==> config.mk <==
export PLATFORM = sky130hd
export DESIGN_NAME = multi_reader_ring_index_control
export DESIGN_NICKNAME = d
export VERILOG_FILES = /design/src/rtl/mrric_pkg.sv /design/src/rtl/multi_reader_ring_index_control.sv
export VERILOG_INCLUDE_DIRS = /design/src /design/src/rtl
export SDC_FILE = /design/constraint.sdc
export NUM_CORES = 1
export LEC_CHECK = 0
export BUFFER_PORTS_ARGS = -buffer_cell sky130_fd_sc_hd__buf_2
export CAP_MARGIN = 10
export CORE_MARGIN = 2
export CORE_UTILIZATION = 40
export CTS_CLUSTER_DIAMETER = 100
export CTS_CLUSTER_SIZE = 8
export DETAILED_ROUTE_END_ITERATION = 8
export PLACE_DENSITY = 0.57
export SKIP_LAST_GASP = 1
export SLEW_MARGIN = 20
export SYNTH_ARGS = -nofsm -noshare
export SYNTH_HDL_FRONTEND = slang
export SYNTH_SLANG_ARGS = --single-unit
==> constraint.sdc <==
create_clock -name clk -period 4.4 [get_ports clk]
set_input_delay 0.22 -clock clk [delete_from_list [all_inputs] [get_ports clk]]
set_output_delay 0.22 -clock clk [all_outputs]
set_load 0.03 [all_outputs]
==> src/rtl/assert_macros.svh <==
// ---------------------------------------------------------------------------
// Assertion macros
// Shared same-cycle and next-cycle implication assertion forms.
// ---------------------------------------------------------------------------
`ifndef ASSERT_MACROS_SVH
`define ASSERT_MACROS_SVH

// Consequent must hold in the same cycle as the antecedent.
`define ASSERT_NOW(label, ante, cons, msg) \
	label: assert property (@(posedge clk) disable iff (!arst_n) (ante) |-> (cons)) \
		else $error(msg);

// Consequent must hold in the cycle after the antecedent.
`define ASSERT_NEXT(label, ante, cons, msg) \
	label: assert property (@(posedge clk) disable iff (!arst_n) (ante) |=> (cons)) \
		else $error(msg);

`endif

==> src/rtl/mrric_pkg.sv <==
// ---------------------------------------------------------------------------
// mrric_pkg
// Types and constants of the multi-reader ring index controller.
// ---------------------------------------------------------------------------
package mrric_pkg;

	localparam int POS_W     = 10;
	localparam int RDR_W     = 3;
	localparam int HOR_W     = 10;
	localparam int QS_W      = 11;
	localparam int RC_W      = 4;
	localparam int CFG_IDX_W = 2;
	localparam int CFG_W     = 11;

	localparam logic [CFG_IDX_W-1:0] REG_QUEUE_SIZE   = 2'd0;
	localparam logic [CFG_IDX_W-1:0] REG_READER_COUNT = 2'd1;

	typedef enum logic [1:0] {
		KIND_WRITE  = 2'd0,
		KIND_NEXT   = 2'd1,
		KIND_LATEST = 2'd2,
		KIND_QUERY  = 2'd3
	} kind_t;

	typedef enum logic [2:0] {
		STAT_OK            = 3'd0,
		STAT_BAD_READER    = 3'd1,
		STAT_NEVER_WRITTEN = 3'd2,
		STAT_EMPTY         = 3'd3,
		STAT_FULL          = 3'd4,
		STAT_HORIZON       = 3'd5
	} status_t;

	typedef enum logic [2:0] {
		ST_IDLE,
		ST_SCAN,
		ST_SCAN_LAST,
		ST_EXEC,
		ST_DONE
	} fsm_state_t;

	typedef struct packed {
		kind_t              kind;
		logic [RDR_W-1:0]   reader;
		logic [HOR_W-1:0]   horizon;
	} in_item_t;

	typedef struct packed {
		status_t            status;
		logic [POS_W-1:0]   position;
		logic [POS_W-1:0]   write_peek;
		logic [POS_W-1:0]   unread_count;
	} out_item_t;

endpackage

==> src/rtl/multi_reader_ring_index_control.sv <==
// ---------------------------------------------------------------------------
// multi_reader_ring_index_control
// Write and read slot indices of a ring with one writer and several readers.
// ---------------------------------------------------------------------------
//  channel  | direction | handshake                  | payload
//  ---------+-----------+----------------------------+------------------
//  in       | input     | in_valid / in_ready        | in_item  (in_item_t)
//  out      | output    | out_valid / out_ready      | out_item (out_item_t)
//  cfg      | input     | cfg_we (no wait)           | cfg_index, cfg_data
//
//  Read and query items pass reader fetch, update and hand-off. Items refused
//  for a bad reader or an unwritten ring, and the first write after reset, pass
//  accept and hand-off. Any other write item scans every configured reader
//  before hand-off: the full check reads the reader position memory one entry
//  per cycle through its single read port. One item is in work at a time; the
//  output register lets the next item in while a result waits. Reset returns
//  all state to its initial values; a queue size or reader count write restarts
//  the ring. Reader entries carry a per-entry valid bit, no sweep.
// ---------------------------------------------------------------------------
`include "assert_macros.svh"

module multi_reader_ring_index_control
	import mrric_pkg::*;
#(
	parameter int DEPTH       = 1024,
	parameter int MAX_READERS = 8
) (
	input  logic                 clk,
	input  logic                 arst_n,
	input  logic                 in_valid,
	output logic                 in_ready,
	input  in_item_t             in_item,
	output logic                 out_valid,
	input  logic                 out_ready,
	output out_item_t            out_item,
	input  logic                 cfg_we,
	input  logic [CFG_IDX_W-1:0] cfg_index,
	input  logic [CFG_W-1:0]     cfg_data
);

	localparam int PW = $clog2(DEPTH);
	localparam int SW = $clog2(DEPTH + 1);
	localparam int RW = (MAX_READERS > 1) ? $clog2(MAX_READERS) : 1;
	localparam int CW = $clog2(MAX_READERS + 1);
	localparam int AW = ((SW > HOR_W) ? SW : HOR_W) + 1;

	fsm_state_t state_q, state_d;

	logic [SW-1:0]          size_q;
	logic [CW-1:0]          nrd_q;
	logic [PW-1:0]          ws_q;
	logic                   nw_q;
	logic [MAX_READERS-1:0] pend_q;
	logic [RW-1:0]          scan_q;
	logic                   full_q;
	logic                   cmp_vld_s1;
	logic                   out_valid_q;
	in_item_t               item_q;
	out_item_t              res_q, res_d;
	out_item_t              out_item_q;

	logic [PW-1:0] mem [MAX_READERS];
	logic [PW-1:0] rd_data_s1;
	logic          rd_live_s1;

	logic          accept, out_load, rd_en, wr_en, res_ld, nw_clr, ws_adv;
	logic [RW-1:0] rd_addr, wr_addr;
	logic [PW-1:0] wr_data, rd_val;
	logic          bad_rdr, scan_last, scan_hit;
	logic [SW-1:0] size_cfg;
	logic [CW-1:0] nrd_cfg;

	logic [AW-1:0] ws_a, size_a, r_a, h_a;
	logic [AW-1:0] ws_inc, ws_next, ahead, ahead2, r_inc, r_next;
	logic [AW-1:0] q_pos, q_peek, q_unread;

	assign accept    = in_valid && in_ready;
	assign out_valid = out_valid_q;
	assign out_item  = out_item_q;

	assign bad_rdr   = 32'(in_item.reader) >= 32'(nrd_q);
	assign scan_last = (32'(scan_q) + 32'd1) == 32'(nrd_q);
	assign rd_val    = rd_live_s1 ? rd_data_s1 : '0;
	assign wr_addr   = RW'(item_q.reader);

	assign size_cfg = (cfg_data < CFG_W'(2)) ? SW'(2) :
		(32'(cfg_data) > 32'(DEPTH)) ? SW'(DEPTH) : SW'(cfg_data);
	assign nrd_cfg  = (cfg_data[RC_W-1:0] == '0) ? CW'(1) :
		(32'(cfg_data[RC_W-1:0]) > 32'(MAX_READERS)) ? CW'(MAX_READERS) :
		CW'(cfg_data[RC_W-1:0]);

	assign ws_a     = AW'(ws_q);
	assign size_a   = AW'(size_q);
	assign r_a      = AW'(rd_val);
	assign h_a      = AW'(item_q.horizon);
	assign ws_inc   = ws_a + AW'(1);
	assign ws_next  = (ws_inc == size_a) ? '0 : ws_inc;
	assign ahead    = ws_a + AW'(2);
	assign ahead2   = (ahead >= size_a) ? ahead - size_a : ahead;
	assign r_inc    = r_a + AW'(1);
	assign r_next   = (r_inc == size_a) ? '0 : r_inc;
	assign q_pos    = (r_a >= h_a) ? r_a - h_a : r_a + size_a - h_a;
	assign q_peek   = (ws_a >= h_a) ? ws_a - h_a : ws_a + size_a - h_a;
	assign q_unread = (ws_a >= r_a) ? ws_a - r_a : ws_a + size_a - r_a;
	assign scan_hit = cmp_vld_s1 && (r_a == ahead2);

	always_comb begin
		state_d = state_q;
		case (state_q)
			ST_IDLE: begin
				if (accept) begin
					if (in_item.kind == KIND_WRITE) begin
						state_d = nw_q ? ST_DONE : ST_SCAN;
					end else if (bad_rdr || nw_q) begin
						state_d = ST_DONE;
					end else begin
						state_d = ST_EXEC;
					end
				end
			end
			ST_SCAN: begin
				if (scan_last) begin
					state_d = ST_SCAN_LAST;
				end
			end
			ST_SCAN_LAST: state_d = ST_DONE;
			ST_EXEC:      state_d = ST_DONE;
			ST_DONE: begin
				if (out_load) begin
					state_d = ST_IDLE;
				end
			end
			default: state_d = ST_IDLE;
		endcase
	end

	always_comb begin
		in_ready = 1'b0;
		rd_en    = 1'b0;
		rd_addr  = scan_q;
		out_load = 1'b0;
		case (state_q)
			ST_IDLE: begin
				in_ready = 1'b1;
				rd_en    = in_valid;
				rd_addr  = RW'(in_item.reader);
			end
			ST_SCAN: begin
				rd_en = 1'b1;
			end
			ST_DONE: begin
				out_load = !out_valid_q || out_ready;
			end
			default: ;
		endcase
	end

	always_comb begin
		res_d   = '{status: STAT_OK, default: '0};
		res_ld  = 1'b0;
		nw_clr  = 1'b0;
		ws_adv  = 1'b0;
		wr_en   = 1'b0;
		wr_data = ws_q;
		case (state_q)
			ST_IDLE: begin
				if (accept) begin
					res_ld = 1'b1;
					if (in_item.kind == KIND_WRITE) begin
						if (nw_q) begin
							res_d.position = POS_W'(ws_q);
							nw_clr         = 1'b1;
						end else begin
							res_ld = 1'b0;
						end
					end else if (bad_rdr) begin
						res_d.status = STAT_BAD_READER;
					end else if (nw_q) begin
						res_d.status = STAT_NEVER_WRITTEN;
					end else begin
						res_ld = 1'b0;
					end
				end
			end
			ST_SCAN_LAST: begin
				res_ld         = 1'b1;
				ws_adv         = 1'b1;
				res_d.status   = (full_q || scan_hit) ? STAT_FULL : STAT_OK;
				res_d.position = POS_W'(ws_next);
			end
			ST_EXEC: begin
				res_ld = 1'b1;
				if (item_q.kind == KIND_QUERY) begin
					if (h_a > size_a) begin
						res_d.status = STAT_HORIZON;
					end else begin
						res_d.position     = POS_W'(q_pos);
						res_d.write_peek   = POS_W'(q_peek);
						res_d.unread_count = POS_W'(q_unread);
					end
				end else if (!rd_live_s1) begin
					wr_en          = 1'b1;
					wr_data        = (item_q.kind == KIND_LATEST) ? ws_q : rd_val;
					res_d.position = POS_W'(wr_data);
				end else if (rd_val == ws_q) begin
					res_d.status = STAT_EMPTY;
				end else begin
					wr_en          = 1'b1;
					wr_data        = (item_q.kind == KIND_NEXT) ? PW'(r_next) : ws_q;
					res_d.position = POS_W'(wr_data);
				end
			end
			default: ;
		endcase
	end

	always_ff @(posedge clk or negedge arst_n) begin
		if (!arst_n) begin
			state_q     <= ST_IDLE;
			size_q      <= SW'(DEPTH);
			nrd_q       <= CW'(1);
			ws_q        <= '0;
			nw_q        <= 1'b1;
			pend_q      <= '1;
			scan_q      <= '0;
			full_q      <= 1'b0;
			cmp_vld_s1  <= 1'b0;
			out_valid_q <= 1'b0;
		end else begin
			state_q    <= state_d;
			cmp_vld_s1 <= (state_q == ST_SCAN);
			if (cfg_we) begin
				case (cfg_index)
					REG_QUEUE_SIZE: begin
						size_q <= size_cfg;
						ws_q   <= '0;
						nw_q   <= 1'b1;
						pend_q <= '1;
					end
					REG_READER_COUNT: begin
						nrd_q  <= nrd_cfg;
						ws_q   <= '0;
						nw_q   <= 1'b1;
						pend_q <= '1;
					end
					default: ;
				endcase
			end else begin
				if (nw_clr) begin
					nw_q <= 1'b0;
				end
				if (ws_adv) begin
					ws_q <= PW'(ws_next);
				end
				if (wr_en) begin
					pend_q[wr_addr] <= 1'b0;
				end
			end
			if (state_q == ST_IDLE) begin
				scan_q <= '0;
				full_q <= 1'b0;
			end else begin
				if (state_q == ST_SCAN) begin
					scan_q <= scan_q + RW'(1);
				end
				if (scan_hit) begin
					full_q <= 1'b1;
				end
			end
			if (out_load) begin
				out_valid_q <= 1'b1;
			end else if (out_ready) begin
				out_valid_q <= 1'b0;
			end
		end
	end

	always_ff @(posedge clk) begin
		if (accept) begin
			item_q <= in_item;
		end
		if (res_ld) begin
			res_q <= res_d;
		end
		if (out_load) begin
			out_item_q <= res_q;
		end
	end

	always_ff @(posedge clk) begin
		if (rd_en) begin
			rd_data_s1 <= mem[rd_addr];
			rd_live_s1 <= !pend_q[rd_addr];
		end
		if (wr_en) begin
			mem[wr_addr] <= wr_data;
		end
	end

	`ASSERT_NOW(a_wr_in_exec, wr_en, state_q == ST_EXEC, "reader memory written outside update")
	`ASSERT_NOW(a_ws_in_ring, 1'b1, ws_a < size_a, "write position outside ring")
	`ASSERT_NOW(a_scan_range, state_q == ST_SCAN, 32'(scan_q) < 32'(nrd_q), "scan past readers")
	`ASSERT_NEXT(a_handoff, out_load, out_valid && state_q == ST_IDLE, "result hand-off lost")

endmodule

Word level (Yosys, flattened, before mapping). Memories as Yosys holds them, arrays and structs flattened. A register that Yosys moved wholly into a read port is not among the register bits. Cells that the tools add are included.

$add $sub $neg: 14. Order comparisons: 12. Eq/ne operators: 17. Multiplexer cells: 77. Bitwise logic cells: 4. Reductions and logical operators: 27.

Operator list (count): 2-to-1 mux 10 bit (19); subtractor 10 bit (6); case mux 13 bit (3 select lines) (1); 2-to-1 mux 3 bit (11); >= comparator 10 bit (3); 2-to-1 mux 30 bit (1); 2-to-1 mux 1 bit (25); 2-to-1 mux 12 bit (2); 2-to-1 mux 8 bit (3); adder 10 x 1 -> 11 bit, second input constant (2); equality test 11 bit (2); 2-to-1 mux 11 bit (2); adder 10 bit (2); 2-to-1 mux 13 bit (1); equality test 10 x 12 -> 1 bit (1); case mux 3 bit (4 select lines) (1); nonzero test 2 bit (6); subtractor 11 x 11 -> 12 bit (1); adder 10 x 2 -> 11 bit, second input constant (1); >= comparator 11 bit (1); greater-than comparator 10 x 11 -> 1 bit (1); greater-than comparator 11 bit, second input constant (1); less-than comparator 11 x 2 -> 1 bit, second input constant (1); equality test 10 bit (1); 31 further kinds (56).

Bits in registers: 125. Bits in writable memories: 80. Word-level logic and storage cells: 174. Memories kept: 1.

Memories: mem (depth 8, width 10, rd ports 1, clocked after Yosys merged registers in 1, wr ports 1, line multi_reader_ring_index_control.sv:62) `logic [PW-1:0] mem [MAX_READERS];`.

Depth between registers and ports, before layout.
Depth after elaboration: 9. Mapped depth: 16. Depth with buffers taken out: 16.

Least setup slack after synthesis. OpenSTA, ideal clock, no wires.

Path kind: reg-to-reg. From: reg state_q[2]. To: reg res_q[0] (netlist name), enable pin. Setup time: 0.471 ns. Arrival time: 3.796 ns. Path slack: 0.133 ns. Cell stages (with the launch flop): 6. Buffers on the path: 1. Path through: dfrtp_1 -> or2_1 -> clkbuf_1 -> nor2_2 -> nand2_1 -> o21ai_0.

Longest elaborated chain between the ends: 5. Elaborated cells on any way between the ends: 8.

Ends and longest elaborated chain: start, declared (line multi_reader_ring_index_control.sv:47) `fsm_state_t state_q, state_d;`; start signal, assigned (line multi_reader_ring_index_control.sv:230) `state_q <= state_d;`; zero test 3 bit (line multi_reader_ring_index_control.sv:142) `case (state_q)`; 2-to-1 mux 1 bit (line multi_reader_ring_index_control.sv:142); net in_ready (line multi_reader_ring_index_control.sv:31) `output logic in_ready,`; logical AND 1 bit (line multi_reader_ring_index_control.sv:77) `assign accept = in_valid && in_ready;`; 2-to-1 mux 1 bit (line multi_reader_ring_index_control.sv:167) `if (accept) begin`; case mux 1 bit (2 select lines) (line multi_reader_ring_index_control.sv:165) `case (state_q)`; net res_ld (line multi_reader_ring_index_control.sv:66) `logic accept, out_load, rd_en, wr_en, res_ld, nw_clr, ws_adv;`; end signal, assigned (line multi_reader_ring_index_control.sv:283) `res_q <= res_d;`; end, declared (line multi_reader_ring_index_control.sv:59) `out_item_t res_q, res_d;`.

The timed path passes the listed nets, and every way through them passes these cells. A chain may end at the register's enable or synchronous reset.

==> results.txt <==
- Hold violation total from the final report: 0
- Overall global routing resource usage: 0.236
- Remaining routing DRC violations: 0
* Width of the die: 192 um
- Once detail routing completed, the nets flagged for antenna violations numbered 0.
- Input and output buffers added on the ports amount to 67.
- Worst slew margin relative to its limit: 0.354
* Final Critical Period: 4.26 ns
- Compared with the post-synthesis result, the final layout area differs by 16.4%.
- Highest cell delay on the worst timing path: between 0.6 and 0.7 ns
* Maximum buffer depth of the clock tree: 3
- Entering global routing, the biggest net connects 44 pins.
* Initial core utilization: 0.408
- For the worst setup path, the data required time is 4.81 ns.
- The analysis attributes to cell leakage a power of ~6.6 nW.
- Once placement completed, the tool counted placed cells totaling 1843.
- Vias in the first global route: 10791
* Crit path kind: reg -> reg
- Type of element launching the critical path: register
- Wire length per cell after detailed routing: 22.2 um
* Arrival time of data at the critical path endpoint: 4.67 ns
* Last weighted congestion value of the routability-driven placer: 0.951
- Counting cells, the worst reg-to-reg path comes to 12.
- Of the synthesized area, sequential elements account for 0.443.
* Proportion of layout cells with a drive suffix above 1: 0.159
- Capture instance of the worst register-to-register path: res_q[32]
- CTS sink count: 215
- In this run the power density over the cells is 584 nW/um^2.
- Number of stages on the worst hold path: 3
- Largest fanout on the critical path: 11
* Share of flip-flops with an asynchronous set or reset after synthesis: 0.200
- Across the routed clock network, the largest skew measured is around 0.018 ns.
- Instance count of the mapped netlist: 1316
* Worst min-delay path category: in -> reg
* Area contributors post-synth: edfxtp_1 37%, ha_1 8.3%, dfrtp_1 5.7%
* Yosys top cell by area: edfxtp_1
- Routed Wire Length: roughly 43000 um
- The tree is rooted in a clkbuf_16.
- Transition at the pin with the smallest max-transition slack: 0.962 ns
* Fin Hold WS: 0.0375 ns
* Final number of setup-violating endpoints: 0
* Post-synthesis average cell area: 10.7 sq um
- Static timing analysis puts the maximum clock frequency at 235 MHz.
- Dividing the final minimum period by the clock period gives 0.969.
* Final Core Density: 0.475
- The number of nets handed over by synthesis was 1459.
- CP Capture Type: register
- Synthesis inferred 215 register bits.
- Synthesis Warnings: 0
* Yosys top cell area share: 0.366
- Final nets: 1594
* Total iterations of the first detailed-routing run: 5
* DIE HEIGHT: 192 um
* Hold worst-path end: pend_q[6]
* Max VDD drop: 0.322 mV
- Combined area of all synthesized cells: 14100 sq um
- Number of placement rows: 68
* Total number of vias: 11178
* Number of placed I/O pins: 68
- Max-capacitance violation count: 0
* Post-CTS repair timing setup buffer count: 0
* Number of non-filler instances in the completed layout: 1930
- After synthesis, the netlist uses 90 different library cells.
* Final antenna diode count: 0
* Number of antenna violations at the first check in global routing: 0
* Violation count after the first detailed-routing iteration: 878
- Once placement finished, the instance area stood at 15200 sq um.
- The total count of max-transition violations in the final report came to 0.
- TritonCTS buffer count: 30
* Unrepaired setup endpoints after global routing: no
- Leading register cell type out of synthesis: edfxtp_1
* Reg2Reg Launch Point: ws_q[4]
- CTS built an H-tree with a depth of 1.
- TritonCTS built the clock tree.
- The wire-length estimate of the detail-placed layout is about 32000 um.
- DIE AREA: 36800 sq um
- The signal on the critical path passes through nand4_1, nor2_1, xnor2_1, ha_1, a21oi_1, inv_1, o41ai_4, nand2_2, or4b_1, a2111oi_4, a41oi_2, o31ai_2.
- Setup slack, reg-to-reg: roughly 0.14 ns
* Insertion delay of the later-clocked pin in the worst-skew pair: 0.59 ns
* Global-route wire length before repair: 64500 um
* Final setup TNS: 0 ns
- After detailed routing, the number of vias per cell comes to about 5.8.
- Once layout is done, the placed cells without fillers occupy between 15000 and 20000 sq um.
* Grt ovf: 0
- The flow ran to the end, and the final reports show no timing, DRC or antenna violations.
* Post-synth EDFFs: 172
- Startpoint of the most critical hold path: cfg_we
- For this design, the slowest cell found on the critical path is or4b_1.
- Clock-pin slew was measured on the worst setup and hold paths at 0.06 ns.
- Floorplan core area: 34600 sq um
## worst max path at each step
stage	to	slack, ns	startpoint	cells after the start
detailed placement	res_q[32]	0.31	ws_q[4]	12
global placement	res_q[32]	0.41	ws_q[4]	12
finish	res_q[32]	0.14	ws_q[4]	12
global route	res_q[19]	0.004	size_q[1]	15
CTS	res_q[32]	0.26	ws_q[4]	12
floorplan	res_q[0]	0.13	state_q[2]	5
## power by group
group	internal, mW	leakage, nW	switching [mW]	total (mW)
Clock	1.28	0.411	0.869	2.15
Sequential	2.69	2.17	0.240	2.93
Combinational	1.79	4.02	2.74	4.53
Total	5.76	6.60	3.85	9.61
## flip-flops by register name, indices dropped and copies added (netlist names)
signal,count
nrd_q,4
rd_live_s1,1
item_q,2
cmp_vld_s1,1
ws_q,10
wr_addr,3
res_q,33
full_q,1
h_a,10
nw_q,1
out_valid,1
state_q,3
size_q,11
mem,80
pend_q,8
scan_q,3
rd_data_s1,10
out_item,33
## cell usage in the layout, fill, tap and decap left out, drive strengths merged, types with 9 or more instances in the layout
master,count
o21a,9
xor2,27
nand2b,18
edfxtp,172
xnor2,64
o21ai,90
dfrtp,32
dfstp,11
dlygate4sd3,30
or3,12
clkbuf,55
and3,18
o211ai,19
fa,16
nand3,41
nand4,20
ha,94
nor4,10
o31ai,10
a211o,14
nor3,43
mux2,13
mux4,22
mux2i,10
buf,119
nor2,86
nand2,101
inv,79
a211oi,19
a21o,21
a21oi,63
nor2b,16
a31oi,9
## Yosys cell counts (22+ instances only)
cell,instances
nand3_1,41
nand2_1,99
edfxtp_1,172
inv_1,75
clkbuf_1,34
mux4_2,22
nor2_1,80
xnor2_1,64
o21ai_0,70
nor3_1,43
dfrtp_1,32
ha_1,94
xor2_1,27
a21oi_1,63
## per-layer routing
metal  part of all wire  track usage  up-vias
li1                   -            -     5232
met1               0.43        0.321     5416
met2               0.46        0.377      455
met3              0.079       0.0459       75
met4              0.032       0.0805        0
met5                  0            0        -
## cell families after synthesis
logic type                 Yosys count  synth area share
DFF                                215             0.443
buffers and inverters              125            0.0365
AOI/OAI and AO/OA                  327             0.158
and+or+nand+nor                    400             0.142
adders and majority gates          110             0.106
xor gates and xnor gates            94            0.0612
muxes                               45            0.0526
## worst max-delay path, delay by kind of cell, from the launching register on
kind,cells,cell delay (ns)
AND/OR/NAND/NOR,4,1.49
XOR/XNOR,1,0.20
flip-flops,1,0.58
buffers and inverters,1,0.12
adder cells (fa/ha/maj),1,0.36
AO/OA/AOI/OAI,5,1.33
## final cells by class
cell class                      instances  area [sq um]
Clock buffer                           55           845
Clock inverter                          1          30.0
Fill cell                            3231         18200
Inverter                               79           299
Multi-Input combinational cell        976          7400
Sequential cell                       215          6250
Tap cell                              455           569
Timing Repair Buffer                  149          1040
## what timing repair did
| action | 4_1_cts | 5_1_grt |
|---|---|---|
| setup endpoints to repair | 0 | 1 |
| hold buffers | 30 | 0 |
| hold endpoints to repair | 65 | 0 |
| resized for setup | 0 | 1 |
## metrics by stage
stage | total power [mW] | setup slack (ns)
CTS | 9.65 | 0.259
global placement | 7.39 | 0.414
detailed placement | 7.43 | 0.308
floorplan | 6.13 | 0.133
global route | 10.2 | 0.00440
finish | 9.61 | 0.137
Power figures use the tool's default switching activity.
